$ cat src/rtl/core/bld_pkg.sv
// Shared types and codes for the bounded list deque core.
// No dependencies; every other file but bld_ram imports this package.
package bld_pkg;

	// Default sizing handed to the top level
	localparam int CAPACITY_DEF    = 16;
	localparam int VALUE_WIDTH_DEF = 32;

	// Fixed payload widths
	localparam int OPCODE_W  = 3;
	localparam int OPERAND_W = 32;
	localparam int STATUS_W  = 2;
	localparam int LENGTH_W  = 5;

	// Operation codes
	localparam logic [OPCODE_W-1:0] OP_PUSH_FRONT = 3'd0;
	localparam logic [OPCODE_W-1:0] OP_PUSH_BACK  = 3'd1;
	localparam logic [OPCODE_W-1:0] OP_POP_FRONT  = 3'd2;
	localparam logic [OPCODE_W-1:0] OP_POP_BACK   = 3'd3;
	localparam logic [OPCODE_W-1:0] OP_DELETE     = 3'd4;
	localparam logic [OPCODE_W-1:0] OP_SEARCH     = 3'd5;

	// Status codes
	localparam logic [STATUS_W-1:0] STATUS_OK        = 2'd0;
	localparam logic [STATUS_W-1:0] STATUS_EMPTY     = 2'd1;
	localparam logic [STATUS_W-1:0] STATUS_NOT_FOUND = 2'd2;
	localparam logic [STATUS_W-1:0] STATUS_FULL      = 2'd3;

	// Sequencer states
	typedef enum logic [2:0] {
		ST_IDLE,
		ST_DISPATCH,
		ST_POP_WAIT,
		ST_SCAN,
		ST_SHIFT,
		ST_DONE
	} state_t;

	// One response
	typedef struct packed {
		logic [STATUS_W-1:0]         status;
		logic signed [OPERAND_W-1:0] removed_value;
		logic                        found;
		logic [LENGTH_W-1:0]         length;
	} res_t;

endpackage

$ cat src/rtl/core/bld_if.sv
// Request and response channel interfaces of the list deque core.
// Depends on bld_pkg for the payload widths.
interface bld_in_if;
	import bld_pkg::*;
	logic                        valid;
	logic                        ready;
	logic [OPCODE_W-1:0]         opcode;
	logic signed [OPERAND_W-1:0] operand;

	modport source (output valid, output opcode, output operand, input ready);
	modport sink   (input valid, input opcode, input operand, output ready);
endinterface

interface bld_out_if;
	import bld_pkg::*;
	logic                        valid;
	logic                        ready;
	logic [STATUS_W-1:0]         status;
	logic signed [OPERAND_W-1:0] removed_value;
	logic                        found;
	logic [LENGTH_W-1:0]         length;

	modport source (output valid, output status, output removed_value, output found,
		output length, input ready);
	modport sink   (input valid, input status, input removed_value, input found,
		input length, output ready);
endinterface

$ cat src/rtl/core/bld_ram.sv
// Element store: one write port, one read port with registered read data.
// No package dependency.
module bld_ram #(
	parameter int DEPTH = 16,
	parameter int WIDTH = 32
) (
	input  logic                     clk,
	input  logic                     wr_en,
	input  logic [$clog2(DEPTH)-1:0] wr_addr,
	input  logic [WIDTH-1:0]         wr_data,
	input  logic                     rd_en,
	input  logic [$clog2(DEPTH)-1:0] rd_addr,
	output logic [WIDTH-1:0]         rd_data
);

	logic [WIDTH-1:0] mem [DEPTH];

	// Write port
	always_ff @(posedge clk) begin
		if (wr_en) begin
			mem[wr_addr] <= wr_data;
		end
	end

	// Read port with registered read data
	always_ff @(posedge clk) begin
		if (rd_en) begin
			rd_data <= mem[rd_addr];
		end
	end

endmodule

$ cat src/rtl/core/bld_ctrl.sv
// Sequencer for the list deque: circular head pointer, count and the walk
// over the element store. Depends on bld_pkg; drives a bld_ram port pair.
module bld_ctrl #(
	parameter int CAPACITY    = bld_pkg::CAPACITY_DEF,
	parameter int VALUE_WIDTH = bld_pkg::VALUE_WIDTH_DEF
) (
	input  logic                                clk,
	input  logic                                arst_n,
	input  logic                                cmd_valid,
	output logic                                cmd_ready,
	input  logic [bld_pkg::OPCODE_W-1:0]        opcode,
	input  logic signed [bld_pkg::OPERAND_W-1:0] operand,
	output logic                                res_valid,
	input  logic                                res_take,
	output bld_pkg::res_t                       res,
	output logic                                mem_wr_en,
	output logic [$clog2(CAPACITY)-1:0]         mem_wr_addr,
	output logic [VALUE_WIDTH-1:0]              mem_wr_data,
	output logic                                mem_rd_en,
	output logic [$clog2(CAPACITY)-1:0]         mem_rd_addr,
	input  logic [VALUE_WIDTH-1:0]              mem_rd_data
);
	import bld_pkg::*;

	localparam int AW = $clog2(CAPACITY);
	localparam int CW = $clog2(CAPACITY + 1);

	state_t                 state_q, state_d;
	logic [OPCODE_W-1:0]    op_q;
	logic [VALUE_WIDTH-1:0] key_q;
	logic [AW-1:0]          head_q, head_d, head_dec;
	logic [CW-1:0]          count_q, count_d;
	logic [AW:0]            idx_q, idx_d;
	logic [AW:0]            count_w;
	logic [AW:0]            rd_off, wr_off;
	logic                   wr_front;
	logic                   full, empty;
	res_t                   res_q, res_d;

	// Add an offset to a store address, wrapping once at the capacity
	function automatic logic [AW-1:0] wrap_add(logic [AW-1:0] base, logic [AW:0] off);
		logic [AW:0] s;
		s = {1'b0, base} + off;
		if (s >= (AW+1)'(CAPACITY)) begin
			s = s - (AW+1)'(CAPACITY);
		end
		return s[AW-1:0];
	endfunction

	assign count_w  = (AW+1)'(count_q);
	assign full     = (count_q == CW'(CAPACITY));
	assign empty    = (count_q == '0);
	assign head_dec = (head_q == '0) ? AW'(CAPACITY - 1) : head_q - AW'(1);

	assign cmd_ready   = (state_q == ST_IDLE);
	assign res         = res_q;
	assign mem_rd_addr = wrap_add(head_q, rd_off);
	assign mem_wr_addr = wr_front ? head_dec : wrap_add(head_q, wr_off);

	// Control registers
	always_ff @(posedge clk or negedge arst_n) begin
		if (!arst_n) begin
			state_q <= ST_IDLE;
			head_q  <= '0;
			count_q <= '0;
		end else begin
			state_q <= state_d;
			head_q  <= head_d;
			count_q <= count_d;
		end
	end

	// Payload registers: latch the request, walk index and pending response
	always_ff @(posedge clk) begin
		if (cmd_valid && cmd_ready) begin
			op_q  <= opcode;
			key_q <= VALUE_WIDTH'(operand);
		end
		idx_q <= idx_d;
		res_q <= res_d;
	end

	// Next state, store accesses and response build
	always_comb begin
		state_d     = state_q;
		head_d      = head_q;
		count_d     = count_q;
		idx_d       = idx_q;
		res_d       = res_q;
		rd_off      = '0;
		wr_off      = '0;
		wr_front    = 1'b0;
		mem_rd_en   = 1'b0;
		mem_wr_en   = 1'b0;
		mem_wr_data = key_q;
		res_valid   = 1'b0;

		unique case (state_q)
			ST_IDLE: begin
				if (cmd_valid) begin
					state_d = ST_DISPATCH;
				end
			end

			ST_DISPATCH: begin
				res_d.status        = STATUS_OK;
				res_d.removed_value = '0;
				res_d.found         = 1'b0;
				res_d.length        = LENGTH_W'(count_q);
				state_d             = ST_DONE;
				unique case (op_q)
					OP_PUSH_FRONT: begin
						if (full) begin
							res_d.status = STATUS_FULL;
						end else begin
							mem_wr_en    = 1'b1;
							wr_front     = 1'b1;
							head_d       = head_dec;
							count_d      = count_q + CW'(1);
							res_d.length = LENGTH_W'(count_q + CW'(1));
						end
					end
					OP_PUSH_BACK: begin
						if (full) begin
							res_d.status = STATUS_FULL;
						end else begin
							mem_wr_en    = 1'b1;
							wr_off       = count_w;
							count_d      = count_q + CW'(1);
							res_d.length = LENGTH_W'(count_q + CW'(1));
						end
					end
					OP_POP_FRONT, OP_POP_BACK: begin
						if (empty) begin
							res_d.status = STATUS_EMPTY;
						end else begin
							mem_rd_en = 1'b1;
							rd_off    = (op_q == OP_POP_FRONT) ? '0 : count_w - (AW+1)'(1);
							state_d   = ST_POP_WAIT;
						end
					end
					OP_DELETE, OP_SEARCH: begin
						if (empty) begin
							res_d.status = STATUS_NOT_FOUND;
						end else begin
							mem_rd_en = 1'b1;
							rd_off    = '0;
							idx_d     = '0;
							state_d   = ST_SCAN;
						end
					end
					default: begin
					end
				endcase
			end

			// Take the popped value and shrink the list
			ST_POP_WAIT: begin
				res_d.removed_value = signed'(32'(mem_rd_data));
				count_d             = count_q - CW'(1);
				res_d.length        = LENGTH_W'(count_q - CW'(1));
				if (op_q == OP_POP_FRONT) begin
					head_d = wrap_add(head_q, (AW+1)'(1));
				end
				state_d = ST_DONE;
			end

			// Compare one element a cycle, prefetch the next
			ST_SCAN: begin
				mem_rd_en = 1'b1;
				rd_off    = idx_q + (AW+1)'(1);
				if (mem_rd_data == key_q) begin
					res_d.found = 1'b1;
					if (op_q == OP_DELETE) begin
						res_d.removed_value = signed'(32'(mem_rd_data));
						res_d.length        = LENGTH_W'(count_q - CW'(1));
						if (idx_q + (AW+1)'(1) == count_w) begin
							count_d = count_q - CW'(1);
							state_d = ST_DONE;
						end else begin
							state_d = ST_SHIFT;
						end
					end else begin
						state_d = ST_DONE;
					end
				end else if (idx_q + (AW+1)'(1) == count_w) begin
					res_d.status = STATUS_NOT_FOUND;
					state_d      = ST_DONE;
				end else begin
					idx_d = idx_q + (AW+1)'(1);
				end
			end

			// Close the gap: move each later element down by one
			ST_SHIFT: begin
				mem_wr_en   = 1'b1;
				wr_off      = idx_q;
				mem_wr_data = mem_rd_data;
				mem_rd_en   = 1'b1;
				rd_off      = idx_q + (AW+1)'(2);
				if (idx_q + (AW+1)'(2) == count_w) begin
					count_d = count_q - CW'(1);
					state_d = ST_DONE;
				end else begin
					idx_d = idx_q + (AW+1)'(1);
				end
			end

			// Hold the response until the output register takes it
			ST_DONE: begin
				res_valid = 1'b1;
				if (res_take) begin
					state_d = ST_IDLE;
				end
			end

			default: begin
				state_d = ST_IDLE;
			end
		endcase
	end

endmodule

$ cat src/rtl/core/bounded_list_deque_with_delete_core.sv
// Top level of the bounded list deque with delete and search.
// Depends on bld_pkg, bld_if, bld_ram and bld_ctrl.
//
// Usage:
//   cmd carries one request (opcode, operand); rsp returns exactly one
//   response (status, removed_value, found, length) per request, in order.
//   Both channels transfer when valid and ready are high at a clock edge.
// Sequence (one request at a time, single read port walk): a push goes
//   from dispatch straight to the response; a pop waits for the read
//   data first; search and delete scan up to the match, and delete then
//   shifts the later elements down by one. The sequencer returns to idle
//   before the next request is taken.
//   The next request may be taken while the previous response still sits
//   in the output register.
// Reset clears the count and head pointer at once; the element store is
//   not cleared and needs no sweep. A stalled receiver holds the response
//   in place; a second finished response waits in the sequencer and no
//   further request is taken until the output register drains.
module bounded_list_deque_with_delete_core #(
	parameter int CAPACITY    = bld_pkg::CAPACITY_DEF,
	parameter int VALUE_WIDTH = bld_pkg::VALUE_WIDTH_DEF
) (
	input  logic             clk,
	input  logic             arst_n,
	bld_in_if.sink           cmd,
	bld_out_if.source        rsp
);
	import bld_pkg::*;

	localparam int AW = $clog2(CAPACITY);

	logic                   wr_en, rd_en;
	logic [AW-1:0]          wr_addr, rd_addr;
	logic [VALUE_WIDTH-1:0] wr_data, rd_data;
	logic                   res_valid, res_take;
	res_t                   res;
	res_t                   out_q;
	logic                   out_valid_q;

	bld_ram #(
		.DEPTH (CAPACITY),
		.WIDTH (VALUE_WIDTH)
	) u_ram (
		.clk     (clk),
		.wr_en   (wr_en),
		.wr_addr (wr_addr),
		.wr_data (wr_data),
		.rd_en   (rd_en),
		.rd_addr (rd_addr),
		.rd_data (rd_data)
	);

	bld_ctrl #(
		.CAPACITY    (CAPACITY),
		.VALUE_WIDTH (VALUE_WIDTH)
	) u_ctrl (
		.clk         (clk),
		.arst_n      (arst_n),
		.cmd_valid   (cmd.valid),
		.cmd_ready   (cmd.ready),
		.opcode      (cmd.opcode),
		.operand     (cmd.operand),
		.res_valid   (res_valid),
		.res_take    (res_take),
		.res         (res),
		.mem_wr_en   (wr_en),
		.mem_wr_addr (wr_addr),
		.mem_wr_data (wr_data),
		.mem_rd_en   (rd_en),
		.mem_rd_addr (rd_addr),
		.mem_rd_data (rd_data)
	);

	// Load the output register when it is empty or being drained
	assign res_take = !out_valid_q || rsp.ready;

	always_ff @(posedge clk or negedge arst_n) begin
		if (!arst_n) begin
			out_valid_q <= 1'b0;
		end else if (res_valid && res_take) begin
			out_valid_q <= 1'b1;
		end else if (rsp.ready) begin
			out_valid_q <= 1'b0;
		end
	end

	always_ff @(posedge clk) begin
		if (res_valid && res_take) begin
			out_q <= res;
		end
	end

	// Drive the response channel
	assign rsp.valid         = out_valid_q;
	assign rsp.status        = out_q.status;
	assign rsp.removed_value = out_q.removed_value;
	assign rsp.found         = out_q.found;
	assign rsp.length        = out_q.length;

endmodule
$ cat src/flat_wrapper.sv
// flat-port wrapper written by rule: the top's interface ports become plain ports
module bounded_list_deque_with_delete_core_flat import bld_pkg::*;
#(
	parameter int CAPACITY    = bld_pkg::CAPACITY_DEF,
	parameter int VALUE_WIDTH = bld_pkg::VALUE_WIDTH_DEF
)
  (clk, arst_n, cmd_valid, cmd_opcode, cmd_operand, cmd_ready, rsp_valid, rsp_status, rsp_removed_value, rsp_found, rsp_length, rsp_ready);
  bld_in_if cmd_i ();
  bld_out_if rsp_i ();
  input  logic clk;
  input  logic arst_n;
  input wire logic [$bits(cmd_i.valid)-1:0] cmd_valid;
  input wire logic [$bits(cmd_i.opcode)-1:0] cmd_opcode;
  input wire logic [$bits(cmd_i.operand)-1:0] cmd_operand;
  output wire logic [$bits(cmd_i.ready)-1:0] cmd_ready;
  output wire logic [$bits(rsp_i.valid)-1:0] rsp_valid;
  output wire logic [$bits(rsp_i.status)-1:0] rsp_status;
  output wire logic [$bits(rsp_i.removed_value)-1:0] rsp_removed_value;
  output wire logic [$bits(rsp_i.found)-1:0] rsp_found;
  output wire logic [$bits(rsp_i.length)-1:0] rsp_length;
  input wire logic [$bits(rsp_i.ready)-1:0] rsp_ready;
  assign cmd_i.valid = cmd_valid;
  assign cmd_i.opcode = cmd_opcode;
  assign cmd_i.operand = cmd_operand;
  assign cmd_ready = cmd_i.ready;
  assign rsp_valid = rsp_i.valid;
  assign rsp_status = rsp_i.status;
  assign rsp_removed_value = rsp_i.removed_value;
  assign rsp_found = rsp_i.found;
  assign rsp_length = rsp_i.length;
  assign rsp_i.ready = rsp_ready;
  bounded_list_deque_with_delete_core #(.CAPACITY(CAPACITY), .VALUE_WIDTH(VALUE_WIDTH)) u_core (.clk(clk), .arst_n(arst_n), .cmd(cmd_i), .rsp(rsp_i));
endmodule
$ cat config.mk
export PLATFORM = sky130hd
export DESIGN_NAME = bounded_list_deque_with_delete_core_flat
export DESIGN_NICKNAME = d
export VERILOG_FILES = /design/src/rtl/core/bld_pkg.sv /design/src/rtl/core/bld_if.sv /design/src/rtl/core/bld_ram.sv /design/src/rtl/core/bld_ctrl.sv /design/src/rtl/core/bounded_list_deque_with_delete_core.sv /design/src/flat_wrapper.sv
export SDC_FILE = /design/constraint.sdc
export NUM_CORES = 1
export LEC_CHECK = 0
export BUFFER_PORTS_ARGS = -buffer_cell sky130_fd_sc_hd__buf_2
export CAP_MARGIN = 20
export CORE_UTILIZATION = 35
export CTS_BUF_LIST = sky130_fd_sc_hd__clkbuf_2 sky130_fd_sc_hd__clkbuf_4 sky130_fd_sc_hd__clkbuf_8
export DETAILED_ROUTE_END_ITERATION = 8
export PLACE_DENSITY = 0.54
export SYNTH_ARGS = -nofsm -noshare
export SYNTH_HDL_FRONTEND = slang
export SYNTH_SLANG_ARGS = --single-unit
$ cat constraint.sdc
create_clock -name clk -period 6.22 [get_ports clk]
set_clock_uncertainty 0.1 [all_clocks]
set_input_delay 0.622 -clock clk [delete_from_list [all_inputs] [get_ports clk]]
set_output_delay 0.622 -clock clk [all_outputs]
set_load 0.01 [all_outputs]
==> reports/metrics.yaml <==
final_layout:
  num-nets-final: 1666
  filler_cell_count: 6891
  multi_input_comb_area_sq_mm: 0.006728
  synthToLayoutAreaGrowth_pct: 17.42
  regArea_sq_mm: 0.02026
  post_route_cells_drive_above_1_share_pct: 27.46
  design_area_sq_mm: 0.03189
sta:
  maxSlewViolCount: 0
  max_slew_margin_pct: 25.05
  timing.final.crit_share_pct: 78.19
  totalNegativeSetupSlack_ns: 0
  layout_min_cycle_time_ns: 4.863
  worstMarginPinSlew_ns: 1.124
  setup-violations-final: 0
  fin_worst_hold_slack_ns: 0.1438
  finalHoldViolCount: 0
  clock.fmax_ghz: 0.2056
  unrepaired_setup_endpoints_after_global_routing: "false"
setup_path:
  cp.required_ns: 6.52
  worst_setup_path_end_kind: "flip-flop"
  worst_path_max_delay_cell: "nor2_4"
  critical-path-max-stage-delay_ns: 0.55
  cp_cell_sequence: "inv_1, ha_1, or3b_1, nor2_4, inv_2, a32o_1, ha_1, a21o_1, a21oi_1, xnor3_1, o21ai_2, nand2_1, nor2_4, buf_12"
  critPathLaunchType: "flip-flop"
  worst-setup-path-type: "flip-flop to flip-flop"
  worstPathMaxFanout: 21
  cp_data_arrival_time_ns: 5.16
placed_design:
  final_weighted_congestion_of_routability_driven_global_placement: 0.8423
  number_of_buffers_inserted_by_port_buffering: 80
  placed_cell_area_sq_mm: 0.02921
  post-dp-hpwl_um: 38420
synthesis:
  synthesis.yosys.warnings: 0
  cell_count_after_synthesis: 1407
  yosysTopAreaCell: "edfxtp_1"
  seq_area_frac_synth_pct: 74.62
  asyncSetResetFlopFracSynth_pct: 1.920
  synth_enable_flop_cells: 664
  synthDominantCellAreaShare_pct: 73.42
  synth.distinct_cells: 69
  synth.top_cells.by_area: "edfxtp_1 (73%), mux4_2 (11%), mux2i_1 (3.6%)"
  synth_top_flop_cell: "edfxtp_1"
  mappedNetlistArea_sq_mm: 0.02716
  synth-seq-cells: 677
  syn_area_per_cell_sq_um: 19.30
  postSynthNetCount: 1463
route:
  drt-total-wl_um: 66360
  drtIter0Drc: 1255
  drt-wirelength-per-cell_um: 24.30
  via_count: 13850
  post_drt_via_cell_ratio: 5.070
  ant_nets: 0
  detailedRoute.firstPassIterationCount: 6
  drt_drc_violations_left: 0
floorplanning:
  die_h_um: 280.6
  starting_density_of_the_core_pct: 35.58
  chipWidth_um: 280.6
  boundaryPins: 81
  dieArea_sq_mm: 0.07871
  core_area_sq_mm: 0.07633
  core.rowCount: 101
global_route:
  gr-total-overflow: 0
  antenna_found_initial: 1
  largest_net_degree_at_the_start_of_global_routing: 49
  via_count_of_the_first_global_routing_pass: 14320
  track_usage_pct: 17.06
  first_pass_grt_wire_length_um: 97050
clocking:
  root_buffer: "clkbuf_8"
  cts.sinks: 677
  clk-insertion-delay-late_ns: 0.73
  clock_tree_from_tritoncts: "built"
  path_clk_slew_ns: 0.07
  maximum_count_of_clock_buffers_along_a_single_path: 3
  cts-buffers-inserted: 111
  clock_tree.htree_level_count: 3
flow_run:
  drv_cap: 0
worst_hold_path:
  min-delay-path-class: "primary input to flip-flop"
run_status:
  outcome: "complete, no violations"
## cell usage after synthesis (all sizes together), types with 5 or more instances
master,n
nand3,6
mux2i,97
nor3,17
nand2,122
o31ai,5
nor2,31
a21oi,17
buf,29
dfrtp,13
o21ai,18
inv,9
nand2b,8
nor2b,11
xor2,9
clkbuf,39
xnor2,46
nand4,13
mux4,128
nor3b,5
edfxtp,664
and2,37
ha,15
## metal layers
metal | global-route usage, % | vias to the layer above | part of all wire (%)
li1 | - | 6057 | -
met1 | 23.83 | 7295 | 45
met2 | 26.84 | 391 | 47
met3 | 3.273 | 103 | 5.3
met4 | 5.507 | 0 | 2.1
met5 | 0 | - | 0
## final cells by class
| type | instances | area share, % |
|---|---|---|
| Multi-Input combinational cell | 653 | 21.10 |
| Timing Repair Buffer | 158 | 3.940 |
| Inverter | 9 | 0.1059 |
| Clock inverter | 58 | 1.691 |
| Tap cell | 1030 | 4.042 |
| Sequential cell | 677 | 63.55 |
| Antenna cell | 4 | 0.03139 |
| Clock buffer | 142 | 5.541 |
## registers in the layout (all words and copies together) (netlist names)
signal	count
u_core.rsp.removed_value	32
u_core.u_ctrl.idx_q	5
u_core.rsp.valid	1
u_core.rsp.found	1
u_core.u_ctrl.count_q	5
u_core.rsp.status	2
u_core.u_ctrl.head_q	4
u_core.u_ctrl.op_q	3
u_core.rsp.length	5
u_core.u_ram.rd_data	32
u_core.u_ctrl.res	40
u_core.u_ctrl.state_q	3
u_core.u_ram.mem	512
u_core.u_ctrl.key_q	32
## per-stage QoR
stage | utilization (%) | std cells | setup slack, ns
final | 41.78 | 2731 | 1.357
after global routing | 41.77 | 2729 | 1.126
after CTS | 41.76 | 2727 | 1.347
after detailed placement | 38.27 | 2491 | 1.364
after global placement | 38.13 | 2487 | 1.354
after floorplan | - | 1407 | 0.4871
## placed cells by master, fill, tap and decap left out, types with 6 or more instances in the layout
cell,instances
edfxtp_1,664
mux4_2,128
nand2_1,120
clkbuf_8,112
mux2i_1,97
buf_2,80
xnor2_1,45
and2_1,36
dlygate4sd3_1,36
clkbuf_4,30
buf_4,30
clkinv_1,25
nor2_1,21
a21oi_1,17
o21ai_0,14
ha_1,14
clkinv_2,14
nand4_1,13
dfrtp_1,13
nor2b_1,10
nor2_4,10
nor3_1,9
bufinv_16,9
inv_1,8
nand2b_1,8
xor2_1,8
buf_12,8
nor3_2,6
## cell families after synthesis
| group | share of synthesized area [%] |
|---|---|
| buffers and inverters | 1.276 |
| AOI/OAI and AO/OA | 2.129 |
| and+or+nand+nor | 4.939 |
| adders and majority gates | 0.8385 |
| muxes | 14.23 |
| xor gates and xnor gates | 1.967 |
| DFF | 74.62 |
## worst max-delay path, delay by kind of cell, from the launching register on
kind	cells	cell delay [ns]
compound gates	4	1.00
xor+xnor	1	0.38
fa+ha+maj	2	0.45
buf+inv	3	0.55
flops	1	0.50
simple gates	4	1.53
## path summary, 6_finish.rpt
| kind | endpoint | start | slack (ns) | depth (start not counted) |
|---|---|---|---|---|
| max | u_core.u_ram.mem[12][14]$_DFFE_PP_ | u_core.u_ctrl.count_q[0]$_DFFE_PN0P_ | 1.36 | 14 |
| min | u_core.rsp.valid$_DFFE_PN0P_ | rsp_ready | 0.14 | 3 |
| max reg2reg | u_core.u_ram.mem[12][14]$_DFFE_PP_ | u_core.u_ctrl.count_q[0]$_DFFE_PN0P_ | 1.36 | 14 |
| min reg2reg | u_core.rsp.length[2]$_DFFE_PP_ | u_core.u_ctrl.res[2]$_DFFE_PP_ | 0.31 | 0 |
| max in group asynchronous | u_core.u_ctrl.head_q[2]$_DFFE_PN0P_ | arst_n | 5.45 | 2 |
| min in group asynchronous | u_core.u_ctrl.head_q[3]$_DFFE_PN0P_ | arst_n | 0.27 | 2 |
## repair_timing
action,in CTS,in global routing
buffers inserted,0,0
gates resized for setup,0,0
hold buffers,36,0
endpoints found under the hold margin,48,0
Power is left out: the tool's default activity adds up to more than one toggle a clock period on the data nets, which glitch-free logic cannot reach.
